==> src/rtl/prc_pkg.sv <==
// ----------------------------------------------------------------------------
// prc_pkg
// Shared widths, register indexes and reset values of the harmonic PR
// controller.
// ----------------------------------------------------------------------------
package prc_pkg;

    localparam int GAIN_W    = 24;
    localparam int LIMIT_W   = 15;
    localparam int SAMPLE_W  = 16;
    localparam int ERR_W     = 17;
    localparam int STATE_W   = 32;
    localparam int CFG_AW    = 3;

    localparam logic [CFG_AW-1:0] REG_PROP_GAIN  = 3'd0;
    localparam logic [CFG_AW-1:0] REG_FUND_GAIN  = 3'd1;
    localparam logic [CFG_AW-1:0] REG_THIRD_GAIN = 3'd2;
    localparam logic [CFG_AW-1:0] REG_FIFTH_GAIN = 3'd3;
    localparam logic [CFG_AW-1:0] REG_FUND_STEP  = 3'd4;
    localparam logic [CFG_AW-1:0] REG_THIRD_STEP = 3'd5;
    localparam logic [CFG_AW-1:0] REG_FIFTH_STEP = 3'd6;
    localparam logic [CFG_AW-1:0] REG_OUT_LIMIT  = 3'd7;

    localparam logic [GAIN_W-1:0]  RST_PROP_GAIN  = 24'd1258291;
    localparam logic [GAIN_W-1:0]  RST_FUND_GAIN  = 24'd19508;
    localparam logic [GAIN_W-1:0]  RST_THIRD_GAIN = 24'd599;
    localparam logic [GAIN_W-1:0]  RST_FIFTH_GAIN = 24'd420;
    localparam logic [GAIN_W-1:0]  RST_FUND_STEP  = 24'd131768;
    localparam logic [GAIN_W-1:0]  RST_THIRD_STEP = 24'd395303;
    localparam logic [GAIN_W-1:0]  RST_FIFTH_STEP = 24'd658839;
    localparam logic [LIMIT_W-1:0] RST_OUT_LIMIT  = 15'd7987;

    typedef enum logic [3:0] {
        OP_ERR  = 4'b0001,
        OP_VEL  = 4'b0010,
        OP_POS  = 4'b0100,
        OP_PROP = 4'b1000
    } op_t;

endpackage

==> src/rtl/prc_mul.sv <==
// ----------------------------------------------------------------------------
// prc_mul
// Bit-serial multiplier: unsigned gain times signed operand, one gain bit
// per cycle, most significant bit first.
// ----------------------------------------------------------------------------
module prc_mul #(
    parameter int XW = prc_pkg::STATE_W,
    parameter int PW = XW + prc_pkg::GAIN_W
) (
    input  logic                       aclk,
    input  logic                       aresetn,
    input  logic                       start,
    input  logic [prc_pkg::GAIN_W-1:0] gain,
    input  logic signed [XW-1:0]       x,
    output logic                       done,
    output logic signed [PW-1:0]       product
);

    localparam int CW = $clog2(prc_pkg::GAIN_W);

    logic                       run_reg;
    logic                       done_reg;
    logic [CW-1:0]              cnt_reg;
    logic [prc_pkg::GAIN_W-1:0] gsh_reg;
    logic signed [XW-1:0]       x_reg;
    logic signed [PW-1:0]       acc_reg;
    logic signed [PW-1:0]       acc_next;

    assign acc_next = (acc_reg <<< 1) +
                      (gsh_reg[prc_pkg::GAIN_W-1] ? PW'(x_reg) : PW'(0));

    always_ff @(posedge aclk) begin
        if (!aresetn) begin
            run_reg  <= 1'b0;
            done_reg <= 1'b0;
            cnt_reg  <= '0;
        end else begin
            done_reg <= 1'b0;
            if (start) begin
                run_reg <= 1'b1;
                cnt_reg <= '0;
            end else if (run_reg) begin
                cnt_reg <= cnt_reg + 1'b1;
                if (cnt_reg == CW'(prc_pkg::GAIN_W - 1)) begin
                    run_reg  <= 1'b0;
                    done_reg <= 1'b1;
                end
            end
        end
    end

    always_ff @(posedge aclk) begin
        if (start) begin
            gsh_reg <= gain;
            x_reg   <= x;
            acc_reg <= '0;
        end else if (run_reg) begin
            gsh_reg <= gsh_reg << 1;
            acc_reg <= acc_next;
        end
    end

    assign done    = done_reg;
    assign product = acc_reg;

endmodule

==> src/rtl/pr_controller_harmonic.sv <==
// A run transaction takes ten serial multiplies (error, velocity and position
// for each harmonic, then proportional), plus load, clamp and hand-off.
// A clear transaction zeroes the resonator state and goes straight to hand-off.
// Only one transaction at a time: the next is accepted after hand-off.
// Reset (aresetn low, synchronous) zeroes the controller state, except the
// output drive and flags, and loads the default gains, steps and limit.
// ----------------------------------------------------------------------------
// pr_controller_harmonic
// Proportional-resonant controller with resonant terms at the fundamental,
// third and fifth harmonics, sequenced over one bit-serial multiplier.
// ----------------------------------------------------------------------------
module pr_controller_harmonic #(
    parameter int STATE_WIDTH = prc_pkg::STATE_W
) (
    input  logic                        aclk,
    input  logic                        aresetn,
    input  logic                        s_tvalid,
    output logic                        s_tready,
    input  logic [31:0]                 s_tdata,   // ref_req[15:0], fdb[31:16]
    input  logic                        s_tuser,   // command
    output logic                        m_tvalid,
    input  logic                        m_tready,
    output logic [23:0]                 m_tdata,   // drive[15:0], sat_high, sat_low
    input  logic                        cfg_we,
    input  logic [prc_pkg::CFG_AW-1:0]  cfg_addr,
    input  logic [prc_pkg::GAIN_W-1:0]  cfg_wdata
);

    localparam int SW   = STATE_WIDTH;
    localparam int PW   = SW + prc_pkg::GAIN_W;
    localparam int SUMW = SW + 14;
    localparam int AW   = SUMW + 2;

    typedef enum logic [4:0] {
        S_IDLE  = 5'b00001,
        S_LOAD  = 5'b00010,
        S_MUL   = 5'b00100,
        S_CLAMP = 5'b01000,
        S_DONE  = 5'b10000
    } state_t;

    state_t        state_reg;
    prc_pkg::op_t  op_reg;
    logic [1:0]    h_reg;

    logic [prc_pkg::GAIN_W-1:0]  kp_reg;
    logic [prc_pkg::GAIN_W-1:0]  k_reg [3];
    logic [prc_pkg::GAIN_W-1:0]  w_reg [3];
    logic [prc_pkg::LIMIT_W-1:0] lim_reg;

    logic signed [prc_pkg::ERR_W-1:0] perr_reg;
    logic signed [prc_pkg::ERR_W-1:0] err_reg;
    logic signed [SW-1:0]             pos_reg [3];
    logic signed [SW-1:0]             vel_reg [3];
    logic signed [AW-1:0]             sum_reg;

    logic        mv_reg;
    logic [15:0] drive_reg;
    logic        hi_reg;
    logic        lo_reg;
    logic [15:0] rdrive_reg;
    logic        rhi_reg;
    logic        rlo_reg;

    logic                       mul_start;
    logic [prc_pkg::GAIN_W-1:0] mul_gain;
    logic signed [SW-1:0]       mul_x;
    logic                       mul_done;
    logic signed [PW-1:0]       mul_prod;

    logic signed [PW-1:0]   r12_full;
    logic signed [PW-1:0]   r22_full;
    logic signed [SUMW-1:0] r12;
    logic signed [SUMW-1:0] r22;

    logic signed [AW-1:0] lim;
    logic signed [AW-1:0] clamp_o;
    logic signed [AW-1:0] diff;
    logic signed [AW-1:0] dsum;
    logic                 clamp_hi;
    logic                 clamp_lo;

    function automatic logic signed [SW-1:0] sat_sw(input logic signed [AW-1:0] v);
        logic same;
        same = (v[AW-1:SW-1] == {(AW-SW+1){1'b0}}) || (v[AW-1:SW-1] == {(AW-SW+1){1'b1}});
        if (same) begin
            return v[SW-1:0];
        end
        return {v[AW-1], {(SW-1){~v[AW-1]}}};
    endfunction

    function automatic logic signed [prc_pkg::ERR_W-1:0] ERR_W_EXT(input logic [15:0] v);
        return {v[15], v};
    endfunction

    prc_mul #(.XW(SW), .PW(PW)) u_mul (
        .aclk    (aclk),
        .aresetn (aresetn),
        .start   (mul_start),
        .gain    (mul_gain),
        .x       (mul_x),
        .done    (mul_done),
        .product (mul_prod)
    );

    assign s_tready  = (state_reg == S_IDLE);
    assign mul_start = (state_reg == S_LOAD);
    assign m_tvalid  = mv_reg;
    assign m_tdata   = {6'd0, lo_reg, hi_reg, drive_reg};

    always_comb begin
        mul_gain = kp_reg;
        mul_x    = SW'(err_reg);
        unique case (op_reg)
            prc_pkg::OP_ERR: begin
                mul_gain = k_reg[h_reg];
                mul_x    = SW'(perr_reg);
            end
            prc_pkg::OP_VEL: begin
                mul_gain = w_reg[h_reg];
                mul_x    = vel_reg[h_reg];
            end
            prc_pkg::OP_POS: begin
                mul_gain = w_reg[h_reg];
                mul_x    = pos_reg[h_reg];
            end
            default: begin
                mul_gain = kp_reg;
                mul_x    = SW'(err_reg);
            end
        endcase
    end

    assign r12_full = (mul_prod + (PW'(1) <<< 11)) >>> 12;
    assign r22_full = (mul_prod + (PW'(1) <<< 21)) >>> 22;
    assign r12      = r12_full[SUMW-1:0];
    assign r22      = r22_full[SUMW-1:0];

    assign lim      = AW'({lim_reg, 10'd0});
    assign clamp_hi = (sum_reg > lim);
    assign clamp_lo = (sum_reg < -lim);
    assign clamp_o  = clamp_hi ? lim : (clamp_lo ? -lim : sum_reg);
    assign diff     = clamp_o - sum_reg;
    assign dsum     = clamp_o + AW'(512);

    always_ff @(posedge aclk) begin
        if (!aresetn) begin
            kp_reg   <= prc_pkg::RST_PROP_GAIN;
            k_reg[0] <= prc_pkg::RST_FUND_GAIN;
            k_reg[1] <= prc_pkg::RST_THIRD_GAIN;
            k_reg[2] <= prc_pkg::RST_FIFTH_GAIN;
            w_reg[0] <= prc_pkg::RST_FUND_STEP;
            w_reg[1] <= prc_pkg::RST_THIRD_STEP;
            w_reg[2] <= prc_pkg::RST_FIFTH_STEP;
            lim_reg  <= prc_pkg::RST_OUT_LIMIT;
        end else if (cfg_we) begin
            unique case (cfg_addr)
                prc_pkg::REG_PROP_GAIN:  kp_reg   <= cfg_wdata;
                prc_pkg::REG_FUND_GAIN:  k_reg[0] <= cfg_wdata;
                prc_pkg::REG_THIRD_GAIN: k_reg[1] <= cfg_wdata;
                prc_pkg::REG_FIFTH_GAIN: k_reg[2] <= cfg_wdata;
                prc_pkg::REG_FUND_STEP:  w_reg[0] <= cfg_wdata;
                prc_pkg::REG_THIRD_STEP: w_reg[1] <= cfg_wdata;
                prc_pkg::REG_FIFTH_STEP: w_reg[2] <= cfg_wdata;
                default:                 lim_reg  <= cfg_wdata[prc_pkg::LIMIT_W-1:0];
            endcase
        end
    end

    always_ff @(posedge aclk) begin
        if (!aresetn) begin
            state_reg <= S_IDLE;
            op_reg    <= prc_pkg::OP_ERR;
            h_reg     <= 2'd0;
            perr_reg  <= '0;
            err_reg   <= '0;
            sum_reg   <= '0;
            for (int i = 0; i < 3; i++) begin
                pos_reg[i] <= '0;
                vel_reg[i] <= '0;
            end
            mv_reg     <= 1'b0;
            rdrive_reg <= '0;
            rhi_reg    <= 1'b0;
            rlo_reg    <= 1'b0;
        end else begin
            if (state_reg == S_DONE && (!mv_reg || m_tready)) begin
                mv_reg <= 1'b1;
            end else if (mv_reg && m_tready) begin
                mv_reg <= 1'b0;
            end
            unique case (state_reg)
                S_IDLE: begin
                    if (s_tvalid) begin
                        if (s_tuser) begin
                            perr_reg <= '0;
                            for (int i = 0; i < 3; i++) begin
                                pos_reg[i] <= '0;
                                vel_reg[i] <= '0;
                            end
                            rdrive_reg <= '0;
                            rhi_reg    <= 1'b0;
                            rlo_reg    <= 1'b0;
                            state_reg  <= S_DONE;
                        end else begin
                            err_reg   <= ERR_W_EXT(s_tdata[15:0]) - ERR_W_EXT(s_tdata[31:16]);
                            op_reg    <= prc_pkg::OP_ERR;
                            h_reg     <= 2'd0;
                            state_reg <= S_LOAD;
                        end
                    end
                end
                S_LOAD: begin
                    state_reg <= S_MUL;
                end
                S_MUL: begin
                    if (mul_done) begin
                        state_reg <= S_LOAD;
                        unique case (op_reg)
                            prc_pkg::OP_ERR: begin
                                sum_reg <= AW'(pos_reg[h_reg]) + AW'(r12);
                                op_reg  <= prc_pkg::OP_VEL;
                            end
                            prc_pkg::OP_VEL: begin
                                pos_reg[h_reg] <= sat_sw(sum_reg + AW'(r22));
                                op_reg         <= prc_pkg::OP_POS;
                            end
                            prc_pkg::OP_POS: begin
                                vel_reg[h_reg] <= sat_sw(AW'(vel_reg[h_reg]) - AW'(r22));
                                if (h_reg == 2'd2) begin
                                    op_reg <= prc_pkg::OP_PROP;
                                end else begin
                                    op_reg <= prc_pkg::OP_ERR;
                                    h_reg  <= h_reg + 2'd1;
                                end
                            end
                            default: begin
                                sum_reg   <= AW'(r12) + AW'(pos_reg[0]) + AW'(pos_reg[1])
                                             + AW'(pos_reg[2]);
                                state_reg <= S_CLAMP;
                            end
                        endcase
                    end
                end
                S_CLAMP: begin
                    for (int i = 0; i < 3; i++) begin
                        pos_reg[i] <= sat_sw(AW'(pos_reg[i]) + diff);
                    end
                    perr_reg   <= err_reg;
                    rdrive_reg <= dsum[25:10];
                    rhi_reg    <= clamp_hi;
                    rlo_reg    <= clamp_lo;
                    state_reg  <= S_DONE;
                end
                default: begin
                    if (!mv_reg || m_tready) begin
                        state_reg <= S_IDLE;
                    end
                end
            endcase
        end
    end

    always_ff @(posedge aclk) begin
        if (state_reg == S_DONE && (!mv_reg || m_tready)) begin
            drive_reg <= rdrive_reg;
            hi_reg    <= rhi_reg;
            lo_reg    <= rlo_reg;
        end
    end

    a_sat_excl: assert property (@(posedge aclk) disable iff (!aresetn)
        m_tvalid |-> !(m_tdata[16] && m_tdata[17]))
        else $error("sat_high and sat_low both set");

    a_done_in_mul: assert property (@(posedge aclk) disable iff (!aresetn)
        mul_done |-> (state_reg == S_MUL))
        else $error("multiplier finished outside the multiply phase");

    a_clear: assert property (@(posedge aclk) disable iff (!aresetn)
        (s_tvalid && s_tready && s_tuser) |=>
            (pos_reg[0] == '0 && vel_reg[2] == '0 && perr_reg == '0))
        else $error("clear transaction left controller state");

    a_start_idle_mul: assert property (@(posedge aclk) disable iff (!aresetn)
        mul_start |=> (state_reg == S_MUL && !mul_done))
        else $error("multiply start not followed by multiply phase");

endmodule
==> config.mk <==
export PLATFORM = sky130hd
export DESIGN_NAME = pr_controller_harmonic
export DESIGN_NICKNAME = d
export VERILOG_FILES = /design/src/rtl/prc_pkg.sv /design/src/rtl/prc_mul.sv /design/src/rtl/pr_controller_harmonic.sv
export SDC_FILE = /design/constraint.sdc
export NUM_CORES = 2
export LEC_CHECK = 0
export BUFFER_PORTS_ARGS = -buffer_cell sky130_fd_sc_hd__buf_2
export CAP_MARGIN = 20
export CORE_MARGIN = 5
export CORE_UTILIZATION = 40
export DETAILED_ROUTE_END_ITERATION = 10
export PLACE_DENSITY = 0.53
export SLEW_MARGIN = 10
export SYNTH_ARGS = -nofsm -noshare
export SYNTH_HDL_FRONTEND = slang
export SYNTH_SLANG_ARGS = --single-unit
==> constraint.sdc <==
create_clock -name aclk -period 29.2 [get_ports aclk]
set_clock_uncertainty 0.05 [all_clocks]
set_input_delay 5.84 -clock aclk [delete_from_list [all_inputs] [get_ports aclk]]
set_output_delay 5.84 -clock aclk [all_outputs]
set_load 0.02 [all_outputs]
==> flow_summary.yaml <==
sta:
  min_period_over_period_pct: 47.2
  worstMarginPinSlew_ns: 1.26
  period_minus_slack_ns: 13.80
  fin_hold_ws_ns: 0.383
  hold_violations: 0
  setup_viol: 0
  final_max_slew_viol_count: 0
  setup_tns_ns: 0
  rsz0062_at_grt: "no"
  relSlewSlack_pct: 15.7
  fmax_ghz: 0.0725
placed_design:
  placed_cell_area_sq_um: 61100
  io_buffers: 84
  place_inst: 8409
  gp_congestion: 0.961
  dpl.hpwl_mm: 170
synth:
  yosysWarnings: 0
  netlist_instances: 6608
  synth_area_sq_um: 58600
  synth-main-ff-cell: "edfxtp_1"
  yosysUniqueCellTypes: 113
  ys_ff_latch: 689
  synth_area_leaders: "edfxtp_1, ha_1, dfxtp_1, a21oi_1, xnor2_1"
  synth_edf_count: 474
  synth_top_area_share_pct: 24.3
  synth_top_area_cell: "edfxtp_1"
  yosysMostFrequentCell: "a21oi_1"
  ys_async_sr_fraction_pct: 0
  ys_seq_area_share_pct: 31.7
  yosys-top-cells-count: "a21oi_1, nand2_1, ha_1"
  synth_area_per_cell_sq_um: 8.86
global_routing:
  grt_max_degree: 66
  grt_antenna_before_repair: 13
  grt_pass1_wl_mm: 320
  grt.overflow.total: 0
  grt_pass1_vias: 48826
  grtUsageTotal_pct: 27.5
setup_path:
  max_stage_delay_ns: 0.99
  cp_data_required_time_ns: 29.54
  critPathLaunchType: "register"
  arrival_ns: 14.14
  critPathSlowestCell: "o31ai_1"
  endpoint_kind: "register"
  cp_max_fo: 28
  critPathKind: "register to register"
  worst_path_most_repeated_cell: "a31oi_1"
  crit_family: "compound AO/OA/AOI/OAI gates"
  crit_buf_inv: 3
power:
  clkPwrFrac_pct: 22.1
  power_frac_seq_pct: 27.5
  p_switching_uw: 2140
  power_leakage_uw: 0.0265
  power.total_uw: 4770
  peakVddDrop_mv: 0.0679
  powerDensity_nw_per_um2: 74.7
  sw_frac_of_total_pct: 45.0
  internal_power_uw: 2620
  p_comb_share_pct: 50.4
final_layout:
  num-nets-final: 7249
  seq_area_sq_um: 18500
  final_area_sq_um: 63900
  stdcell_count: 8575
  n_fill_cell: 14481
  syn_to_final_growth_pct: 9.08
  drive_above_1_share_pct: 7.02
  multiInputGateArea_sq_um: 37300
clock_network:
  cts_buffer_depth: 3
  cts_buffers: 83
  root_buffer: "clkbuf_16"
  clkTransAtPathRegs_ns: 0.06
  cts_max_level: 3
  holdBufCountCts: 0
  cts-resized-gates: 0
  clk_latency_ns: 0.72
  cts_tree: "built"
  cts_setup_buffers: 0
  cts.sinks: 689
route:
  wl_per_cell_um: 25.4
  vias_per_cell: 5.99
  firstDrtPassIters: 7
  first_iter_violations: 4094
  ant_nets: 0
  drcViolationCount: 0
  drt_wl_total_mm: 218
  vias: 51386
floorplanning:
  start_util_pct: 40.2
  die_h_um: 393
  num_rows: 140
  core_sq_um: 146000
  ios: 91
  fp.dieW_um: 393
  dieArea_sq_um: 154000
flow_run:
  maxCapViolations: 0
outcome:
  status: "finished clean"
worst_hold_path:
  min_path_type: "register to register"
## layer usage
metal	routed length, um	global-route usage, %
met5	0	0
met4	9890	10.6
met3	12300	3.42
met2	101000	45.5
met1	95000	36.7
## path summary, 6_finish.rpt
path,from,end,cells after the start,slack [ns]
setup / recovery,lim_reg[0],pos_reg[1][21],47,15.40
hold / removal,rdrive_reg[6],drive_reg[6],0,0.38
setup reg to reg,lim_reg[0],pos_reg[1][21],47,15.40
hold reg to reg,rdrive_reg[6],drive_reg[6],0,0.38
## logic make-up after synthesis
| family | count (synthesis) | synth area share (%) |
|---|---|---|
| buf+inv | 754 | 5.00 |
| fa+ha+maj | 602 | 14.1 |
| flops | 689 | 31.7 |
| simple gates | 1816 | 15.1 |
| other cells | 1 | 0.00640 |
| xor+xnor | 477 | 7.18 |
| compound gates | 2113 | 22.9 |
| mux | 156 | 4.04 |
## cells in the final DEF (no fill, tap or decap), drive strengths merged, types with 32 or more instances in the layout
cell / instances
ha: 504
mux4: 64
edfxtp: 474
o21ai: 490
xnor2: 289
and2: 111
fa: 98
o21a: 61
a21boi: 41
clkbuf: 109
o211ai: 86
a31oi: 56
a21o: 247
or3: 44
a22oi: 68
mux2i: 90
inv: 454
nand2b: 105
and3: 41
o21bai: 72
o22ai: 44
a21oi: 635
clkinv: 37
nor3: 111
a211oi: 85
o221ai: 32
nor2: 431
dfxtp: 215
nor4: 49
nor2b: 55
nand4: 92
nand2: 545
nand3: 145
buf: 184
xor2: 188
## metrics by stage
step / setup WS, ns / util, %
2_1_floorplan: 18.45 / -
3_3_place_gp: 15.42 / 41.9
3_5_place_dp: 15.24 / 42.0
4_1_cts: 15.14 / 43.8
5_1_grt: 14.74 / 43.9
6_report: 15.40 / 43.9
## cell type report
type	count	share of cell area, %
multi-input combinational	5170	58.4
sequential	689	29.0
tap	1917	3.76
clock buffer	109	3.44
inverter	454	2.67
timing repair buffer	184	1.91
clock inverter	47	0.801
antenna	5	0.0196
## power groups by stage
stage	logic (uW)	registers [uW]	clock network, uW
2_1_floorplan	1660	1280	0
3_3_place_gp	2350	1330	0
3_5_place_dp	2360	1330	0
4_1_cts	2370	1310	1070
5_1_grt	2620	1320	1110
6_report	2400	1310	1050
Note: power is estimated with default switching activity, not from simulation.
